### src/design/uqd_pkg.sv
// Package with the shared constants, codes and types of the unique-key deque.
`timescale 1ns / 1ps

package uqd_pkg;

  // Number of cells in the chain, and the widths that follow from it.
  localparam int DEPTH = 16;
  localparam int IDX_W = $clog2(DEPTH);
  localparam int CNT_W = $clog2(DEPTH + 1);

  // Request codes.
  localparam logic [1:0] REQ_PUSH_REAR  = 2'd0;
  localparam logic [1:0] REQ_PUSH_FRONT = 2'd1;
  localparam logic [1:0] REQ_POP_FRONT  = 2'd2;
  localparam logic [1:0] REQ_POP_REAR   = 2'd3;

  // Status codes.
  localparam logic [1:0] ST_OK    = 2'd0;
  localparam logic [1:0] ST_DUP   = 2'd1;
  localparam logic [1:0] ST_EMPTY = 2'd2;
  localparam logic [1:0] ST_FULL  = 2'd3;

  // Cell operation codes.
  localparam logic [1:0] OP_HOLD  = 2'd0;
  localparam logic [1:0] OP_LEFT  = 2'd1;
  localparam logic [1:0] OP_RIGHT = 2'd2;
  localparam logic [1:0] OP_LOAD  = 2'd3;

  // One stored pair.
  typedef struct packed {
    logic signed [31:0] key;
    logic signed [31:0] data;
  } entry_t;

  // Control that the sequencer sends to one cell.
  typedef struct packed {
    logic [1:0] op;
    logic       occupied;
  } cell_ctrl_t;

endpackage

### src/design/uqd_req_if.sv
// Request and response channel interfaces of the unique-key deque.
`timescale 1ns / 1ps

interface uqd_req_if;
  logic               valid;
  logic               ready;
  logic [1:0]         req_type;
  logic signed [31:0] entry_key;
  logic signed [31:0] entry_data;

  modport source (output valid, output req_type, output entry_key, output entry_data,
                  input ready);
  modport sink (input valid, input req_type, input entry_key, input entry_data,
                output ready);
endinterface

interface uqd_rsp_if;
  logic                      valid;
  logic                      ready;
  logic [1:0]                status;
  logic signed [31:0]        removed_key;
  logic signed [31:0]        removed_data;
  logic [uqd_pkg::CNT_W-1:0] occupancy;

  modport source (output valid, output status, output removed_key, output removed_data,
                  output occupancy, input ready);
  modport sink (input valid, input status, input removed_key, input removed_data,
                input occupancy, output ready);
endinterface

### src/design/unique_key_deque.sv
// Top level of the unique-key deque: request sequencer, chain of cells and response register.
`timescale 1ns / 1ps

// Channel  Modport  Payload                                          Role
// req      sink     req_type, entry_key, entry_data                  incoming request
// rsp      source   status, removed_key, removed_data, occupancy     one response per request
//
// Each request is handled in an accept cycle, which compares the key against every cell of the
// chain at once, and a commit state, which shifts or loads the chain and writes the response.
// A new request can be accepted in the cycle after the previous one commits.
// While the response register is still full and not taken, the commit waits.
// Synchronous reset empties the deque and drops any pending response.

module unique_key_deque (
  input logic         clk,
  input logic         rst,
  uqd_req_if.sink     req,
  uqd_rsp_if.source   rsp
);

  localparam logic S_IDLE   = 1'b0;
  localparam logic S_COMMIT = 1'b1;

  logic                      state;
  logic [1:0]                req_type_q;
  uqd_pkg::entry_t           fresh;
  logic                      dup_q;
  logic [uqd_pkg::CNT_W-1:0] count;
  logic [uqd_pkg::CNT_W-1:0] count_next;

  uqd_pkg::entry_t     cell_q     [uqd_pkg::DEPTH];
  uqd_pkg::cell_ctrl_t cell_ctrl  [uqd_pkg::DEPTH];
  logic [uqd_pkg::DEPTH-1:0] cell_match;

  logic                      accept;
  logic                      commit;
  logic                      is_push;
  logic [1:0]                status_next;
  logic [uqd_pkg::CNT_W-1:0] count_m1;
  logic [uqd_pkg::IDX_W-1:0] tail_idx;
  logic [uqd_pkg::IDX_W-1:0] push_idx;
  uqd_pkg::entry_t           removed_next;

  // No request is taken while reset is held.
  assign req.ready = (state == S_IDLE) && !rst;
  assign accept    = req.valid && req.ready;
  assign commit    = (state == S_COMMIT) && (!rsp.valid || rsp.ready);

  assign is_push  = (req_type_q == uqd_pkg::REQ_PUSH_REAR) ||
                    (req_type_q == uqd_pkg::REQ_PUSH_FRONT);
  assign count_m1 = count - 1'b1;
  assign tail_idx = count_m1[uqd_pkg::IDX_W-1:0];
  assign push_idx = count[uqd_pkg::IDX_W-1:0];

  // Outcome of the pending request, count update and removed pair.
  always_comb begin
    status_next  = uqd_pkg::ST_OK;
    count_next   = count;
    removed_next = '0;
    if (is_push) begin
      if (dup_q) begin
        status_next = uqd_pkg::ST_DUP;
      end else if (count == uqd_pkg::CNT_W'(uqd_pkg::DEPTH)) begin
        status_next = uqd_pkg::ST_FULL;
      end else begin
        count_next = count + 1'b1;
      end
    end else begin
      if (count == '0) begin
        status_next = uqd_pkg::ST_EMPTY;
      end else begin
        count_next = count_m1;
        if (req_type_q == uqd_pkg::REQ_POP_FRONT) begin
          removed_next = cell_q[0];
        end else begin
          removed_next = cell_q[tail_idx];
        end
      end
    end
  end

  // Per-cell control: occupancy from the count, shift or load on a successful commit.
  always_comb begin
    for (int i = 0; i < uqd_pkg::DEPTH; i++) begin
      cell_ctrl[i].occupied = (uqd_pkg::CNT_W'(i) < count);
      cell_ctrl[i].op       = uqd_pkg::OP_HOLD;
      if (commit && status_next == uqd_pkg::ST_OK) begin
        case (req_type_q)
          uqd_pkg::REQ_PUSH_FRONT: cell_ctrl[i].op = uqd_pkg::OP_LEFT;
          uqd_pkg::REQ_POP_FRONT:  cell_ctrl[i].op = uqd_pkg::OP_RIGHT;
          uqd_pkg::REQ_PUSH_REAR: begin
            if (push_idx == uqd_pkg::IDX_W'(i)) begin
              cell_ctrl[i].op = uqd_pkg::OP_LOAD;
            end
          end
          default: cell_ctrl[i].op = uqd_pkg::OP_HOLD;
        endcase
      end
    end
  end

  // The chain of cells; the front cell takes the new pair from its left side.
  for (genvar g = 0; g < uqd_pkg::DEPTH; g++) begin : g_cell
    uqd_pkg::entry_t left_in;
    uqd_pkg::entry_t right_in;
    if (g == 0) begin : g_head
      assign left_in = fresh;
    end else begin : g_body
      assign left_in = cell_q[g-1];
    end
    if (g == uqd_pkg::DEPTH - 1) begin : g_tail
      assign right_in = fresh;
    end else begin : g_inner
      assign right_in = cell_q[g+1];
    end
    uqd_cell u_cell (
      .clk     (clk),
      .ctrl    (cell_ctrl[g]),
      .left    (left_in),
      .right   (right_in),
      .fresh   (fresh),
      .cmp_key (req.entry_key),
      .entry   (cell_q[g]),
      .match   (cell_match[g])
    );
  end

  // Sequencer and count.
  always_ff @(posedge clk) begin
    if (rst) begin
      state <= S_IDLE;
      count <= '0;
    end else begin
      if (accept) begin
        state <= S_COMMIT;
      end else if (commit) begin
        state <= S_IDLE;
        count <= count_next;
      end
    end
  end

  // Request capture; the duplicate check is taken against the chain at accept.
  always_ff @(posedge clk) begin
    if (accept) begin
      req_type_q <= req.req_type;
      fresh.key  <= req.entry_key;
      fresh.data <= req.entry_data;
      dup_q      <= |cell_match;
    end
  end

  // Response valid flag.
  always_ff @(posedge clk) begin
    if (rst) begin
      rsp.valid <= 1'b0;
    end else if (commit) begin
      rsp.valid <= 1'b1;
    end else if (rsp.ready) begin
      rsp.valid <= 1'b0;
    end
  end

  // Response payload.
  always_ff @(posedge clk) begin
    if (commit) begin
      rsp.status       <= status_next;
      rsp.removed_key  <= removed_next.key;
      rsp.removed_data <= removed_next.data;
      rsp.occupancy    <= count_next;
    end
  end

endmodule

### src/design/uqd_cell.sv
// One cell of the deque chain: holds a pair, shifts it to a neighbor and compares its key.
`timescale 1ns / 1ps

module uqd_cell (
  input  logic                clk,
  input  uqd_pkg::cell_ctrl_t ctrl,
  input  uqd_pkg::entry_t     left,
  input  uqd_pkg::entry_t     right,
  input  uqd_pkg::entry_t     fresh,
  input  logic signed [31:0]  cmp_key,
  output uqd_pkg::entry_t     entry,
  output logic                match
);

  uqd_pkg::entry_t entry_next;

  // The key matches only while the cell holds a stored pair.
  assign match = ctrl.occupied && (entry.key == cmp_key);

  // Select where the cell takes its next pair from.
  always_comb begin
    unique case (ctrl.op)
      uqd_pkg::OP_LEFT:  entry_next = left;
      uqd_pkg::OP_RIGHT: entry_next = right;
      uqd_pkg::OP_LOAD:  entry_next = fresh;
      default:           entry_next = entry;
    endcase
  end

  // Pair register; its contents matter only while occupied.
  always_ff @(posedge clk) begin
    entry <= entry_next;
  end

endmodule
### src/flat_wrapper.sv
// flat-port wrapper written by rule: the top's interface ports become plain ports
module unique_key_deque_flat 
  (clk, rst, req_valid, req_req_type, req_entry_key, req_entry_data, req_ready, rsp_valid, rsp_status, rsp_removed_key, rsp_removed_data, rsp_occupancy, rsp_ready);
  uqd_req_if req_i ();
  uqd_rsp_if rsp_i ();
  input logic clk;
  input logic rst;
  input wire logic [$bits(req_i.valid)-1:0] req_valid;
  input wire logic [$bits(req_i.req_type)-1:0] req_req_type;
  input wire logic [$bits(req_i.entry_key)-1:0] req_entry_key;
  input wire logic [$bits(req_i.entry_data)-1:0] req_entry_data;
  output wire logic [$bits(req_i.ready)-1:0] req_ready;
  output wire logic [$bits(rsp_i.valid)-1:0] rsp_valid;
  output wire logic [$bits(rsp_i.status)-1:0] rsp_status;
  output wire logic [$bits(rsp_i.removed_key)-1:0] rsp_removed_key;
  output wire logic [$bits(rsp_i.removed_data)-1:0] rsp_removed_data;
  output wire logic [$bits(rsp_i.occupancy)-1:0] rsp_occupancy;
  input wire logic [$bits(rsp_i.ready)-1:0] rsp_ready;
  assign req_i.valid = req_valid;
  assign req_i.req_type = req_req_type;
  assign req_i.entry_key = req_entry_key;
  assign req_i.entry_data = req_entry_data;
  assign req_ready = req_i.ready;
  assign rsp_valid = rsp_i.valid;
  assign rsp_status = rsp_i.status;
  assign rsp_removed_key = rsp_i.removed_key;
  assign rsp_removed_data = rsp_i.removed_data;
  assign rsp_occupancy = rsp_i.occupancy;
  assign rsp_i.ready = rsp_ready;
  unique_key_deque u_core (.clk(clk), .rst(rst), .req(req_i), .rsp(rsp_i));
endmodule
### config.mk
export PLATFORM = sky130hd
export DESIGN_NAME = unique_key_deque_flat
export DESIGN_NICKNAME = d
export VERILOG_FILES = /design/src/design/uqd_pkg.sv /design/src/design/uqd_req_if.sv /design/src/design/unique_key_deque.sv /design/src/design/uqd_cell.sv /design/src/flat_wrapper.sv
export SDC_FILE = /design/constraint.sdc
export NUM_CORES = 2
export LEC_CHECK = 0
export ABC_AREA = 0
export BUFFER_PORTS_ARGS = -buffer_cell sky130_fd_sc_hd__buf_2
export CAP_MARGIN = 25
export CORE_UTILIZATION = 40
export CTS_CLUSTER_DIAMETER = 80
export DETAILED_ROUTE_END_ITERATION = 8
export GPL_TIMING_DRIVEN = 0
export HOLD_SLACK_MARGIN = 0.03
export PLACE_DENSITY_LB_ADDON = 0.12
export SETUP_SLACK_MARGIN = 0.2
export SLEW_MARGIN = 5
export SYNTH_ARGS = -nofsm -noshare
export SYNTH_HDL_FRONTEND = slang
export SYNTH_SLANG_ARGS = --single-unit
### constraint.sdc
create_clock -name clk -period 8.6 [get_ports clk]
set_input_delay 0.43 -clock clk [delete_from_list [all_inputs] [get_ports clk]]
set_output_delay 0.43 -clock clk [all_outputs]
set_load 0.005 [all_outputs]
== Word level (Yosys, flattened, before mapping) ==
Index checks and enable logic that the tools add are counted.

* Word-level logic and storage cells: 278
* Output and inout port bits: 73
* Bits of input ports: 70
* Bits in registers: 1,169

* Bitwise logic cells: 3
* Add/subtract/negate cells: 2
* Equality and inequality tests: 82
* Reduce and logical (&&, ||, !) cells: 51
* $lt $le $gt $ge: 17
* Muxes and demuxes: 80

{| class="wikitable"
|+ Operators with widths
! operator !! count
|-
| $pmux W64 S3 || 14
|-
| $eq A32 B32 Y1 || 16
|-
| $bmux W64 S4 || 1
|-
| $pmux W64 S2 || 2
|-
| $mux W64 || 3
|-
| $pmux W2 S3 || 16
|-
| $mux W2 || 36
|-
| $eq A2 B2 Y1 const B || 33
|-
| $reduce_bool A3 Y1 || 14
|-
| $lt A4 B5 Y1 const A || 8
|-
| $eq A2 B1 Y1 const B || 17
|-
| $eq A4 B4 Y1 const B || 8
|-
| $logic_and A1 B1 Y1 || 20
|-
| $lt A3 B5 Y1 const A || 4
|-
| $mux W5 || 4
|-
| $eq A4 B3 Y1 const B || 4
|-
| $reduce_or A16 Y1 || 1
|-
| $lt A1 B5 Y1 const A || 2
|-
| $lt A2 B5 Y1 const A || 2
|-
| $eq A4 B2 Y1 const B || 2
|-
| $reduce_bool A2 Y1 || 4
|-
| $reduce_or A2 Y1 || 3
|-
| $add A5 B1 Y5 const B || 1
|-
| $eq A5 B5 Y1 const B || 1
|-
| other kinds (12) || 19
|}

== Longest topological paths before layout ==
* Depth in word-level cells: 10
* Gate-level depth with buffers: 15
* Depth with buffers taken out: 8

== Hierarchy ==
From an unflattened synthesis, not the netlist that was laid out.

* Cells, all modules: 6,257
* Area, all modules: 71,967.8 um2

{| class="wikitable"
|+ Modules (own cells, without submodules)
! module !! cells each !! area an instance (um2) !! instances !! sequential area each (um2)
|-
| uqd_cell || 322 || 3,608.5 || 16 || 1,921.8
|-
| unique_key_deque || 1,105 || 14,232.4 || 1 || 4,284.1
|}

== Least setup slack after synthesis ==
OpenSTA, ideal clock, no wires.

* Kind: reg-to-reg
* From: register u_core.count[0] (netlist name)
* To: register u_core.g_cell[11].u_cell.entry[0] (netlist name), enable pin
* Cell stages (with the launch flop): 12
* Library setup time: 0.581 ns
* Required time: 8.019 ns
* Buffers on the path: 5
* Data arrival time: 7.407 ns
* Period minus slack after synthesis: 7.988 ns
* Path slack: 0.612 ns
* Cells stage by stage: dfxtp_1 -> buf_2 -> clkbuf_1 -> clkbuf_1 -> inv_1 -> ha_1 -> buf_2 -> a311o_1 -> nand2_1 -> nand2_1 -> buf_2 -> o31ai_1

* Word-level cells in the longest chain between the ends: 9
* Elaborated cells between the ends (all ways): 16
* Classes of those cells: eq/ne: 5; mux: 7; reduce/logical: 4

{| class="wikitable"
|+ Ends and longest elaborated chain
! item !! line !! source
|-
| start: declaration || unique_key_deque.sv:28 || <nowiki>logic [uqd_pkg::CNT_W-1:0] count;</nowiki>
|-
| start signal: assignment || unique_key_deque.sv:138 || <nowiki>count <= count_next;</nowiki>
|-
| $eq A5 B5 Y1 || unique_key_deque.sv:63 || <nowiki>end else if (count == uqd_pkg::CNT_W'(uqd_pkg::DEPTH)) begin</nowiki>
|-
| $mux W2 || unique_key_deque.sv:63 ||
|-
| $mux W2 || unique_key_deque.sv:61 || <nowiki>if (dup_q) begin</nowiki>
|-
| $mux W2 || unique_key_deque.sv:60 || <nowiki>if (is_push) begin</nowiki>
|-
| $logic_not A2 Y1 || unique_key_deque.sv:87 || <nowiki>if (commit && status_next == uqd_pkg::ST_OK) begin</nowiki>
|-
| $logic_and A1 B1 Y1 || unique_key_deque.sv:87 ||
|-
| $mux W2 * || unique_key_deque.sv:87 ||
|-
| $eq A2 B2 Y1 / $eq A2 B1 Y1 (equally long branches) || uqd_cell.sv:22 || <nowiki>unique case (ctrl.op)</nowiki>
|-
| $reduce_bool A3 Y1 (no line) * || n/a ||
|-
| end signal: assignment || uqd_cell.sv:32 || <nowiki>entry <= entry_next;</nowiki>
|-
| end: declaration || uqd_cell.sv:11 || <nowiki>output uqd_pkg::entry_t entry,</nowiki>
|}

Every way passes the cells marked *; elsewhere a longest branch is shown, timed or not.
A chain may end at the register's enable or synchronous reset.

== Final worst setup path ==
* From: register u_core.count[0] (netlist name)
* To: register u_core.rsp.removed_key[31] (data pin)

* Word-level cells in the longest chain between the ends: 6
* Elaborated cells between the ends (all ways): 8
* Classes of those cells: add/sub: 1; mux: 4; bitwise: 1; reduce/logical: 2

{| class="wikitable"
|+ Ends and longest elaborated chain
! item !! line !! source
|-
| $sub A5 B1 Y5 || unique_key_deque.sv:51 || <nowiki>assign count_m1 = count - 1'b1;</nowiki>
|-
| $not A4 Y5 (not written as such) || unique_key_deque.sv:76 || <nowiki>removed_next = cell_q[tail_idx];</nowiki>
|-
| $bmux W64 S4 || unique_key_deque.sv:76 ||
|-
| $mux W64 (not written as such) (2 in series) || unique_key_deque.sv:76 ||
|-
| $mux W64 || unique_key_deque.sv:73 || <nowiki>if (req_type_q == uqd_pkg::REQ_POP_FRONT) begin</nowiki>
|-
| end signal: assignment || unique_key_deque.sv:168 || <nowiki>rsp.removed_key <= removed_next.key;</nowiki>
|-
| end: declaration || uqd_req_if.sv:25 || <nowiki>modport source (output valid, output status, output removed_key, output removed_data,</nowiki>
|}

Parallel ways exist; a longest one is shown, timed or not. The select of a mux whose other input is x is not followed.

==> results by group <==
Floorplan
  • Die Area: 173000 um^2
  • Die Span Y: 415 um
  • Core ar.: 169000 um^2
  • Die width: 415 um
  • IO Count: 143
  • Rows: 151
  • Initial Utilization: 40.3%

Drt
  • DRT antenna net count: 0
  • DR vias/cell: 6.75
  • Routed wire length: 365000 um
  • Wire per inst: 42.5 um
  • # DRC: 0
  • DRT iter0 DRCs: 9687
  • DR vias: 57997
  • DRT Pass-1 Iters: 7

STA
  • Fmax achieved: 0.121 GHz
  • Worst hold margin: 0.296 ns
  • Tmin final: 8.24 ns
  • Final Hold Viols: 0
  • Crit share post-route: 95.8%
  • Measured slew at the worst slew-check pin: 1.35 ns
  • RSZ-0062 raised after global routing: false
  • Final Slew Violations: 0
  • Slew margin rel.: 7.86%
  • Post-Route Skew: 0.0352 ns
  • Count of final setup violators: 0

Setup path
  • CP Cell Sequence: buf_2 > clkbuf_1 > buf_6 > clkbuf_1 > inv_1 > ha_1 > buf_2 > buf_2 > buf_2 > buf_1 > mux4_2 > mux4_2 > mux2i_1 > nor2_1
  • Data arrival, critical path: 8.79 ns
  • CP max stage delay: 0.96 ns
  • WS Path Type: flop to flop
  • Slowest cell on the critical path: buf_1
  • Critical Path Start Type: flop
  • Crit end category: flop
  • Crit path top cell by count: buf_2
  • Crit path max fanout: 10
  • WP data required: 9.16 ns

Pwr
  • Power density cells: 187 nW/um^2
  • Total leakage power: 26.0 nW
  • VDD IR max: 0.166 mV

CTS
  • Clock slew at reported path FFs: 0.06 ns
  • CTS tree: yes
  • Worst skew pair latency: 0.84 ns
  • Post-CTS Setup Inserts: 0
  • Clk sinks: 1169
  • Depth of the CTS H-tree: 4
  • CTS Buf Count: 147
  • Clock root cell: clkbuf_16
  • CTS Buffer Depth: 3
  • Cts hold-fix bufs: 72
  • CTS-repair resized insts: 0

Global route
  • Met3 Usage GRT: 10.5%
  • Grt ovf: 0
  • Vias in the first global route: 54856
  • Global Route Usage Sum: 41.4%
  • Met1 Use GR: 50.6%
  • Largest net degree at the start of global routing: 78
  • First-pass GRT wire length: 482000 um
  • Initial antenna violation count: 36
  • Routing usage on met2: 62.5%
  • GR peak layer: met2

Placed design
  • IO Port Bufs: 141
  • Post-DP HPWL: 282000 um
  • Placed cells: 8221
  • GP Congestion: 1.09

Synthesis
  • Post-Synthesis Cell Area: 68300 um^2
  • Ys async rst share: 0%
  • Yosys reg bits: 1169
  • Post-Syn Instances: 5763
  • Synth warn: 0
  • Avg Synthesized Cell Area: 11.9 um^2
  • Synthesized net count: 5838
  • Netlist cell types: 53
  • Post-synth EDFFs: 1162
  • Ys flop type: edfxtp_1
  • Register area share after synthesis: 51.3%

Cells and area
  • Layout cell share with drive strength beyond 1: 17.4%
  • Non-Filler Instances: 8596
  • Area growth, synth to finish: 16.1%
  • Fin nets: 6304

Worst hold path
  • Hold WC Path Type: primary input to flop

Status
  • Outcome: complete, no violations

Run
  • Max-cap violations: 0
-- Yosys cell counts, types with 2 or more instances --
| cell type | n | share of area (%) |
|---|---|---|
| a2111oi_0 | 4 | 0.051 |
| a221o_1 | 640 | 9.4 |
| nor3_2 | 2 | 0.029 |
| mux2i_1 | 66 | 0.97 |
| buf_4 | 11 | 0.12 |
| and2_1 | 4 | 0.037 |
| a31oi_1 | 4 | 0.037 |
| xnor2_1 | 68 | 0.87 |
| a22oi_1 | 192 | 2.1 |
| xor2_1 | 448 | 5.7 |
| a21o_1 | 10 | 0.11 |
| or3_1 | 4 | 0.037 |
| nand2b_1 | 4 | 0.037 |
| nor4_1 | 117 | 1.1 |
| nand3_1 | 20 | 0.15 |
| nor2_1 | 729 | 4.0 |
| clkbuf_1 | 389 | 2.1 |
| dfxtp_1 | 7 | 0.21 |
| o31ai_1 | 8 | 0.088 |
| a21oi_1 | 15 | 0.11 |
| nor3_1 | 18 | 0.13 |
| buf_2 | 147 | 1.1 |
| o221ai_1 | 64 | 0.82 |
| o211ai_1 | 2 | 0.022 |
| edfxtp_1 | 1162 | 51 |
| o21a_1 | 3 | 0.033 |
| inv_1 | 68 | 0.37 |
| ha_1 | 5 | 0.092 |
| nand2_1 | 925 | 5.1 |
| o21ai_0 | 57 | 0.42 |
| mux2_2 | 128 | 2.1 |
| nor2b_1 | 3 | 0.027 |
| nand4_1 | 35 | 0.32 |
| buf_1 | 50 | 0.27 |
| and3_1 | 4 | 0.037 |
| o21ai_1 | 14 | 0.10 |
| mux4_2 | 320 | 11 |
-- power breakdown --
group / internal, W / switching, W
Combinational: 0.000692 / 0.00134
Clock: 0.00355 / 0.00273
Sequential: 0.00639 / 0.000120
Total: 0.0106 / 0.00420
-- worst max-delay path, delay by kind of cell, from the launching register on --
kind                     cells  cell delay (ns)
buffers and inverters        9             5.41
multiplexers                 3             1.57
flip-flops                   1             0.40
adder cells (fa/ha/maj)      1             0.39
AND/OR/NAND/NOR              1             0.08
-- through the flow --
| stage | power [W] | utilization, % | TNS [ns] | worst slack (ns) | instance area (um^2) |
|---|---|---|---|---|---|
| after floorplan | 0.00761 | - | 0 | 0.612 | 68300 |
| after global placement | 0.00850 | 42.4 | -4181.30 | -7.93 | 71800 |
| after detailed placement | 0.00854 | 43.6 | 0 | 0.834 | 73800 |
| after CTS | 0.0148 | 46.7 | 0 | 0.828 | 79200 |
| after global routing | 0.0150 | 46.8 | 0 | 0.705 | 79300 |
| final | 0.0148 | 46.8 | 0 | 0.362 | 79400 |
-- area by class of cell --
cell class / count / area [um^2]
diodes: 30 / 75.1
plain buffers: 597 / 2500
clock buffers: 185 / 3910
clock inverters: 83 / 744
fillers: 15589 / 90100
inverters: 69 / 264
multi-input cells: 3928 / 30800
flip-flops and latches: 1169 / 35000
well taps: 2218 / 2780
repair buffers: 317 / 3240
-- path summary, 6_finish.rpt --
kind                                           from                           endpoint  slack, ns  cells past startpoint
hold / removal                    req_entry_data[1]                    u_core.fresh[1]       0.30                      2
setup reg to reg                    u_core.count[0]         u_core.rsp.removed_key[31]       0.36                     14
setup / recovery                    u_core.count[0]         u_core.rsp.removed_key[31]       0.36                     14
hold reg to reg   u_core.g_cell[2].u_cell.entry[18]  u_core.g_cell[3].u_cell.entry[18]       0.58                      2
-- sequential cells by signal (all words and copies together) (netlist names) --
register	cells
u_core.state	1
u_core.fresh	64
u_core.req_type_q	2
u_core.dup_q	1
u_core.rsp.removed_data	32
u_core.rsp.occupancy	5
u_core.rsp.status	2
u_core.rsp.valid	1
u_core.rsp.removed_key	32
u_core.count	5
u_core.g_cell.u_cell.entry	1024
-- routing by layer --
layer  share of wire, %  wire, um
met1                 36    132000
met2                 44    160000
met3                 11     38900
met4                9.3     34100
met5              0.019        68
-- layout by cell type, fill, tap and decap left out, types with 21 or more instances in the layout --
cell type and instances:
o221ai_1 64, buf_2 291, dlygate4sd3_1 72, clkinv_2 21
mux2i_1 66, a22oi_1 192, buf_1 49, buf_16 26
edfxtp_1 1162, nand4_1 35, nor4_1 117, clkbuf_2 21
diode_2 30, xor2_1 447, a221o_1 640, clkinv_1 37
clkbuf_1 402, mux2_2 128, clkbuf_16 151, inv_1 68
nand2_1 920, o21ai_0 57, xnor2_1 68, mux4_2 320
nor2_1 722, buf_8 62
-- cell families after synthesis --
family	synth area share, %
adders and majority gates	0.0915
AOI/OAI and AO/OA	13.4
and+or+nand+nor	11.0
muxes	13.6
DFF	51.3
buffers and inverters	3.99
xor gates and xnor gates	6.61
Note: power is estimated with default switching activity, not from simulation.
